File: src/rtl/lsfs_pkg.sv
// ----------------------------------------------------------------------------
// Letter shift frequency scorer package
// Shared types, constants and the English letter frequency table.
// ----------------------------------------------------------------------------
package lsfs_pkg;

    localparam int NUM_BINS      = 26;
    localparam int IDX_W         = 5;
    localparam int COUNT_W       = 16;
    localparam int MAX_LETTERS   = 65535;
    localparam int PERCENT_SCALE = 100000;
    localparam int EN_W          = 14;
    // A single term is below 65535 * 100000, which needs 33 bits.
    localparam int HAVE_W        = 33;
    // The whole sum is bounded by N * (100000 + sum of the table), below 2^34.
    localparam int SCORE_W       = 34;

    localparam logic [IDX_W-1:0] LAST_IDX = IDX_W'(NUM_BINS - 1);

    typedef struct packed {
        logic [4:0] letter;
        logic       last;
    } t_in;

    typedef struct packed {
        logic [4:0]  best_shift;
        logic [33:0] best_score;
        logic        overflow;
    } t_out;

    typedef struct packed {
        logic             count_en;
        logic             clear;
        logic             issue;
        logic [IDX_W-1:0] plain;
        logic [IDX_W-1:0] cipher;
        logic [IDX_W-1:0] shift;
    } t_cmd;

    typedef struct packed {
        logic score_done;
    } t_status;

    // English letter frequency in thousandths of a percent.
    function automatic logic [EN_W-1:0] en_freq(input logic [IDX_W-1:0] idx);
        logic [EN_W-1:0] f;
        case (idx)
            5'd0:    f = 14'd8200;
            5'd1:    f = 14'd1500;
            5'd2:    f = 14'd2800;
            5'd3:    f = 14'd4300;
            5'd4:    f = 14'd13000;
            5'd5:    f = 14'd2200;
            5'd6:    f = 14'd2000;
            5'd7:    f = 14'd6100;
            5'd8:    f = 14'd7000;
            5'd9:    f = 14'd150;
            5'd10:   f = 14'd770;
            5'd11:   f = 14'd4000;
            5'd12:   f = 14'd2400;
            5'd13:   f = 14'd6700;
            5'd14:   f = 14'd7500;
            5'd15:   f = 14'd1900;
            5'd16:   f = 14'd95;
            5'd17:   f = 14'd6000;
            5'd18:   f = 14'd6300;
            5'd19:   f = 14'd9100;
            5'd20:   f = 14'd2800;
            5'd21:   f = 14'd980;
            5'd22:   f = 14'd2400;
            5'd23:   f = 14'd150;
            5'd24:   f = 14'd2000;
            5'd25:   f = 14'd74;
            default: f = '0;
        endcase
        return f;
    endfunction

endpackage

File: src/rtl/letter_shift_frequency_scorer_top.sv
// ----------------------------------------------------------------------------
// Letter shift frequency scorer, top level
// Caesar shift search over one cipher column by English letter frequency.
// ----------------------------------------------------------------------------
// A column of letters (codes 0 to 25) is fed one transaction per cycle while
// busy is low; each letter is counted in the cycle it is taken, so letters may
// follow back to back. The transaction flagged last is counted and then starts
// the scoring sweep: busy stays high while the 676 terms of the 26 shifts
// times 26 letters pass one at a time through the single shared multiply,
// difference and accumulate unit, and while the scoring pipeline drains.
// The result is presented on o_result with o_done high for exactly one cycle,
// the last busy cycle, and the receiver cannot stall it, so it must be captured
// then. Codes 26 to 31 are not counted, letters beyond 65535 in one column are
// refused and flagged through overflow, and the histogram is cleared after
// each result so that the next column starts from empty.
// ----------------------------------------------------------------------------
module letter_shift_frequency_scorer_top (
    input  logic           i_clk,
    input  logic           i_rst_n,
    input  logic           start,
    output logic           busy,
    input  lsfs_pkg::t_in  i_item,
    output logic           o_done,
    output lsfs_pkg::t_out o_result
);
    import lsfs_pkg::*;

    // Commands from the controller to the datapath and status back.
    t_cmd    w_cmd;
    t_status w_status;

    // The controller owns the sequencing: it counts plain letter, cipher letter
    // and shift during the sweep and decides when a result is shown.
    lsfs_ctrl u_ctrl (
        .i_clk    (i_clk),
        .i_rst_n  (i_rst_n),
        .i_start  (start),
        .i_last   (i_item.last),
        .i_status (w_status),
        .o_cmd    (w_cmd),
        .o_busy   (busy),
        .o_done   (o_done)
    );

    // The datapath holds the histogram and the three-stage scoring pipeline;
    // it reports when the final shift has been compared.
    lsfs_dpath u_dpath (
        .i_clk    (i_clk),
        .i_rst_n  (i_rst_n),
        .i_item   (i_item),
        .i_cmd    (w_cmd),
        .o_status (w_status),
        .o_result (o_result)
    );

endmodule

File: src/rtl/lsfs_ctrl.sv
// ----------------------------------------------------------------------------
// Letter shift frequency scorer controller
// Sequences letter counting, the shift by letter scoring sweep and the result.
// ----------------------------------------------------------------------------
module lsfs_ctrl (
    input  logic              i_clk,
    input  logic              i_rst_n,
    input  logic              i_start,
    input  logic              i_last,
    input  lsfs_pkg::t_status i_status,
    output lsfs_pkg::t_cmd    o_cmd,
    output logic              o_busy,
    output logic              o_done
);
    import lsfs_pkg::*;

    localparam logic [1:0] S_IDLE  = 2'd0;
    localparam logic [1:0] S_SCORE = 2'd1;
    localparam logic [1:0] S_DRAIN = 2'd2;
    localparam logic [1:0] S_EMIT  = 2'd3;

    logic [1:0]       r_state,  n_state;
    logic [IDX_W-1:0] r_plain,  n_plain;
    logic [IDX_W-1:0] r_cipher, n_cipher;
    logic [IDX_W-1:0] r_shift,  n_shift;

    always_comb begin
        n_state  = r_state;
        n_plain  = r_plain;
        n_cipher = r_cipher;
        n_shift  = r_shift;
        unique case (r_state)
            S_IDLE: begin
                if (i_start && i_last) begin
                    n_state  = S_SCORE;
                    n_plain  = '0;
                    n_cipher = '0;
                    n_shift  = '0;
                end
            end
            S_SCORE: begin
                if (r_plain == LAST_IDX) begin
                    // The cipher index at the last plain letter is already the
                    // starting index of the next shift, so it holds.
                    n_plain = '0;
                    if (r_shift == LAST_IDX) begin
                        n_state = S_DRAIN;
                        n_shift = '0;
                    end else begin
                        n_shift = r_shift + 1'b1;
                    end
                end else begin
                    n_plain  = r_plain + 1'b1;
                    n_cipher = (r_cipher == LAST_IDX) ? '0 : r_cipher + 1'b1;
                end
            end
            S_DRAIN: begin
                if (i_status.score_done) begin
                    n_state = S_EMIT;
                end
            end
            S_EMIT: begin
                n_state = S_IDLE;
            end
            default: begin
                n_state = S_IDLE;
            end
        endcase
    end

    always_ff @(posedge i_clk) begin
        if (!i_rst_n) begin
            r_state  <= S_IDLE;
            r_plain  <= '0;
            r_cipher <= '0;
            r_shift  <= '0;
        end else begin
            r_state  <= n_state;
            r_plain  <= n_plain;
            r_cipher <= n_cipher;
            r_shift  <= n_shift;
        end
    end

    always_comb begin
        o_cmd.count_en = (r_state == S_IDLE) && i_start;
        o_cmd.clear    = (r_state == S_EMIT);
        o_cmd.issue    = (r_state == S_SCORE);
        o_cmd.plain    = r_plain;
        o_cmd.cipher   = r_cipher;
        o_cmd.shift    = r_shift;
    end

    assign o_busy = (r_state != S_IDLE);
    assign o_done = (r_state == S_EMIT);

endmodule

File: src/rtl/lsfs_dpath.sv
// ----------------------------------------------------------------------------
// Letter shift frequency scorer datapath
// Histogram, letter total, and the pipelined scoring and best-shift unit.
// ----------------------------------------------------------------------------
module lsfs_dpath (
    input  logic              i_clk,
    input  logic              i_rst_n,
    input  lsfs_pkg::t_in     i_item,
    input  lsfs_pkg::t_cmd    i_cmd,
    output lsfs_pkg::t_status o_status,
    output lsfs_pkg::t_out    o_result
);
    import lsfs_pkg::*;

    logic [COUNT_W-1:0] r_count [NUM_BINS];
    logic [COUNT_W-1:0] r_total, n_total;
    logic               r_sat,   n_sat;
    logic               w_inc;

    // Scoring stage A: the two products of one term.
    logic               r_a_valid;
    logic               r_a_first;
    logic               r_a_last;
    logic [IDX_W-1:0]   r_a_shift;
    logic [HAVE_W-1:0]  r_have, n_have;
    logic [HAVE_W-1:0]  r_want, n_want;

    // Scoring stage B: accumulation over the plain letters of one shift.
    logic               r_b_last;
    logic [IDX_W-1:0]   r_b_shift;
    logic [HAVE_W-1:0]  w_diff;
    logic [SCORE_W-1:0] r_acc, n_acc;

    // Scoring stage C: best shift so far.
    logic               r_c_final;
    logic [IDX_W-1:0]   r_best_shift;
    logic [SCORE_W-1:0] r_best_score;

    assign w_inc = i_cmd.count_en && (i_item.letter < IDX_W'(NUM_BINS))
                   && (r_total < COUNT_W'(MAX_LETTERS));

    always_comb begin
        n_total = r_total;
        n_sat   = r_sat;
        if (i_cmd.clear) begin
            n_total = '0;
            n_sat   = 1'b0;
        end else if (i_cmd.count_en && (i_item.letter < IDX_W'(NUM_BINS))) begin
            if (r_total < COUNT_W'(MAX_LETTERS)) begin
                n_total = r_total + 1'b1;
            end else begin
                n_sat = 1'b1;
            end
        end
    end

    always_ff @(posedge i_clk) begin
        if (!i_rst_n) begin
            for (int b = 0; b < NUM_BINS; b++) begin
                r_count[b] <= '0;
            end
            r_total <= '0;
            r_sat   <= 1'b0;
        end else begin
            for (int b = 0; b < NUM_BINS; b++) begin
                if (i_cmd.clear) begin
                    r_count[b] <= '0;
                end else if (w_inc && (i_item.letter == IDX_W'(b))) begin
                    r_count[b] <= r_count[b] + 1'b1;
                end
            end
            r_total <= n_total;
            r_sat   <= n_sat;
        end
    end

    assign n_have = HAVE_W'(r_count[i_cmd.cipher]) * HAVE_W'(PERCENT_SCALE);
    assign n_want = HAVE_W'(en_freq(i_cmd.plain)) * HAVE_W'(r_total);

    assign w_diff = (r_have >= r_want) ? (r_have - r_want) : (r_want - r_have);
    assign n_acc  = (r_a_first ? '0 : r_acc) + SCORE_W'(w_diff);

    always_ff @(posedge i_clk) begin
        if (!i_rst_n) begin
            r_a_valid <= 1'b0;
            r_b_last  <= 1'b0;
            r_c_final <= 1'b0;
        end else begin
            r_a_valid <= i_cmd.issue;
            r_b_last  <= r_a_valid && r_a_last;
            r_c_final <= r_b_last && (r_b_shift == LAST_IDX);
        end
    end

    always_ff @(posedge i_clk) begin
        r_have    <= n_have;
        r_want    <= n_want;
        r_a_first <= (i_cmd.plain == '0);
        r_a_last  <= (i_cmd.plain == LAST_IDX);
        r_a_shift <= i_cmd.shift;
        r_b_shift <= r_a_shift;
        if (r_a_valid) begin
            r_acc <= n_acc;
        end
        if (r_b_last && ((r_b_shift == '0) || (r_acc < r_best_score))) begin
            r_best_shift <= r_b_shift;
            r_best_score <= r_acc;
        end
    end

    assign o_status.score_done = r_c_final;

    always_comb begin
        o_result.best_shift = r_best_shift;
        o_result.best_score = r_best_score;
        o_result.overflow   = r_sat;
    end

endmodule

File: config.mk
export PLATFORM = sky130hd
export DESIGN_NAME = letter_shift_frequency_scorer_top
export DESIGN_NICKNAME = d
export VERILOG_FILES = /design/src/rtl/lsfs_pkg.sv /design/src/rtl/letter_shift_frequency_scorer_top.sv /design/src/rtl/lsfs_ctrl.sv /design/src/rtl/lsfs_dpath.sv
export SDC_FILE = /design/constraint.sdc
export NUM_CORES = 2
export LEC_CHECK = 0
export BUFFER_PORTS_ARGS = -buffer_cell sky130_fd_sc_hd__buf_2
export CAP_MARGIN = 20
export CORE_ASPECT_RATIO = 0.7
export CORE_MARGIN = 2
export CORE_UTILIZATION = 56
export DETAILED_ROUTE_END_ITERATION = 6
export PLACE_DENSITY = 0.74
export SETUP_SLACK_MARGIN = 0.2
export SYNTH_ARGS = -nofsm -noshare
export SYNTH_HDL_FRONTEND = slang
export SYNTH_SLANG_ARGS = --single-unit
File: constraint.sdc
create_clock -name i_clk -period 6.7 [get_ports i_clk]
set_input_delay 1.005 -clock i_clk [delete_from_list [all_inputs] [get_ports i_clk]]
set_output_delay 1.005 -clock i_clk [all_outputs]
set_load 0.02 [all_outputs]
==> metrics <==
GRT Total Usage 0.267; reg-to-reg endpoint u_dpath.r_have[32]; DR WL/cell between 15 and 20 um; RSZ-0062 raised after global routing true; number of synthesized register bits slightly above 600; DR vias ~35k; Mapped Cells 4706; # diodes 0; CP arrival ~7000 ps; area grow syn2layout 9.77%; Initial Util 0.569; GPL Wtd Cong roughly 0.94; full die area a little under 90000 sq um; Netlist cell types 85; Power Dens Cells about 440 nW/um^2; vias in the first global route roughly 33k; Peak Freq ~160 MHz; die width 351 um; setup tns final 0 ps; EDFF count, synth roughly 490; final layout net count around 5.3k; CTS tree built; critical path fanouts, max 6; clock-pin slew on the worst setup and hold paths about 70 ps; worst setup path endpoint u_dpath.r_have[32]; nature of the critical path startpoint flop; TritonCTS Buffers 60; worst setup path class flop to flop; Ys Warns 0; layout cells sized above 1 0.0982; reg2reg path depth 23; final setup violation count 0; Worst Hold Class flop to flop; first-pass iteration count of the detailed router 5; Synth Net Count about 5.3k; clock skew 58.1 ps; vias per cell 5.86; post-route minimum period about 6400 ps; worst hold slack 327 ps; fin crit share 0.958; Mapped Area 47100 sq um; fraction of registers with async set/reset 0; Ports 51; Worst Tran Pin Value about 1100 ps; H-tree Lvls 2; antenna violations before repair 4; final hold vios 0; Clock Tree Buf Depth 3; worst relative slew slack 0.278; clk root buf clkbuf_16; Max Cap Violations 0; post-route insts no fill approximately 5.9k; largest net degree at the start of global routing 41; Synth Area per Inst between 10 and 15 sq um; chip height 247 um; DRC errors left 0; nature of the critical path endpoint flop; Core Region slightly above 80000 sq um; first-pass GRT wire length 182 mm; worst-skew pair later-pin latency 670 ps; row count 88; clk sinks 615; DP Cell Count ~5.8k; Antenna Nets Post-Route 0; Port Buffers 50; most common cell after layout, fill and taps aside nor2_1; grt ovf 0; Slew Viols, Final 0; Initial DRC Count ~3.7k; Critical Path RT roughly 7300 ps; most frequent cells in the layout nor2_1 (629), edfxtp_1 (489), inv_1 (438), nand2_1 (394), ha_1 (334); DRT Wirelength about 120 mm; reg-to-reg slack, setup approximately 280 ps; hold path depth 0; Seq/Total Area, Yosys 0.365; status finished, final reports clean; Leak roughly 21 nW; VDD IR-drop max between 0.9 and 1 mV; prevailing post-synth register cell edfxtp_1; Final HPWL DP ~88 mm
## layer usage
layer	up-vias	part of all wire	routed length, um	GRT usage
met5	-	0.00089	103	0.00567
li1	16300	-	-	-
met3	171	0.11	13000	0.0671
met1	16900	0.45	51700	0.402
met2	1496	0.42	48600	0.387
met4	8	0.022	2550	0.0606
## synth_stat cells, drive strengths merged, types with 5 or more instances
cell type / number / area [sq um]
a211o: 7 / 61.3
a211oi: 37 / 278
a21o: 77 / 578
a21oi: 155 / 776
a221oi: 8 / 87.6
a31oi: 22 / 138
and2: 130 / 813
and3: 115 / 724
and4: 13 / 114
buf: 47 / 235
clkbuf: 116 / 435
dfxtp: 126 / 2520
edfxtp: 489 / 14700
fa: 211 / 4220
ha: 359 / 4490
inv: 446 / 1670
mux2: 18 / 203
mux2i: 25 / 250
mux4: 112 / 2520
nand2: 394 / 1480
nand2b: 22 / 138
nand3: 204 / 1020
nand3b: 5 / 37.5
nand4: 75 / 469
nand4b: 6 / 52.6
nor2: 631 / 2370
nor2b: 83 / 519
nor3: 38 / 190
nor3b: 6 / 45.0
nor4: 11 / 75.1
o211ai: 10 / 75.1
o21a: 18 / 135
o21ai: 96 / 484
o21bai: 11 / 82.6
o22ai: 7 / 50.1
o31ai: 8 / 65.1
or3: 9 / 56.3
xnor2: 232 / 2030
xor2: 257 / 2250
## power by group
part | leakage, nW | internal, mW | switching, mW
logic | 14.2 | 6.15 | 7.68
clock network | 1.00 | 1.91 | 1.57
registers | 6.01 | 4.85 | 0.512
## critical path, cell delays in order (launching register included)
cell	delay, ps
dfxtp_4	410
buf_12	160
buf_12	130
mux4_2	530
mux4_2	520
mux2_4	350
ha_4	280
ha_2	160
inv_2	50
fa_1	530
inv_1	50
fa_1	480
inv_1	50
fa_1	530
inv_2	60
ha_4	180
nor4_4	280
a211oi_2	150
o31a_1	330
o21ai_2	200
o21ai_2	110
a211o_1	350
mux2_4	310
nor2_1	100
## sequential cells by signal, summed over array words and instances (netlist names), 2 cells and up, named ones only
| register | cells |
|---|---|
| u_ctrl.r_cipher | 5 |
| u_dpath.r_a_shift | 5 |
| u_ctrl.r_state | 2 |
| u_dpath.r_best_score | 34 |
| u_dpath.r_b_shift | 5 |
| u_dpath.r_count | 416 |
| u_dpath.r_total | 16 |
| u_dpath.r_acc | 34 |
| u_ctrl.r_plain | 5 |
| u_dpath.r_best_shift | 5 |
| u_dpath.r_have | 28 |
| u_ctrl.r_shift | 5 |
| u_dpath.r_want | 30 |
## kinds of logic (layout without fill, tap and decap cells)
kind of cell | count (synthesis) | count (layout) | synth area share
flops | 615 | 615 | 0.365
xor+xnor | 489 | 489 | 0.0910
buf+inv | 609 | 719 | 0.0498
simple gates | 1756 | 1756 | 0.175
mux | 155 | 155 | 0.0632
fa+ha+maj | 570 | 570 | 0.185
compound gates | 512 | 512 | 0.0708
## how the worst min path moves through the flow
stage	end	from
5_1_grt	u_dpath.r_b_shift[3]	u_dpath.r_a_shift[3]
3_3_place_gp	u_dpath.r_b_shift[4]	u_dpath.r_a_shift[4]
6_report	u_dpath.r_b_shift[2]	u_dpath.r_a_shift[2]
4_1_cts	u_dpath.r_b_shift[2]	u_dpath.r_a_shift[2]
2_1_floorplan	u_dpath.r_b_shift[0]	u_dpath.r_a_shift[0]
3_5_place_dp	u_dpath.r_b_shift[2]	u_dpath.r_a_shift[2]
## what timing repair did
action | 4_1_cts | 5_1_grt
gates cloned | 4 | 3
hold buffers | 0 | 0
setup buffers | 9 | 24
endpoints found under the setup margin | 2 | 14
resized for setup | 7 | 92
pin swaps | 0 | 14
## layout make-up
| class | instances | area, sq um |
|---|---|---|
| Timing Repair Buffer | 159 | 1360 |
| Multi-Input combinational cell | 3482 | 28000 |
| Fill cell | 6593 | 31100 |
| Clock inverter | 38 | 308 |
| Clock buffer | 76 | 1720 |
| Inverter | 446 | 1670 |
| Tap cell | 1125 | 1410 |
| Sequential cell | 615 | 17200 |
## metrics by stage
| stage | power (mW) | worst slack, ps | util | area [sq um] |
|---|---|---|---|---|
| global route | 24.2 | 124 | 0.624 | 51700 |
| detailed placement | 17.2 | 80.7 | 0.588 | 48700 |
| global placement | 17.0 | 206 | 0.588 | 48700 |
| floorplan | 14.3 | 203 | - | 47100 |
| finish | 22.7 | 283 | 0.624 | 51700 |
| CTS | 21.0 | 171 | 0.615 | 50900 |
(Power assumes the default switching activity.)
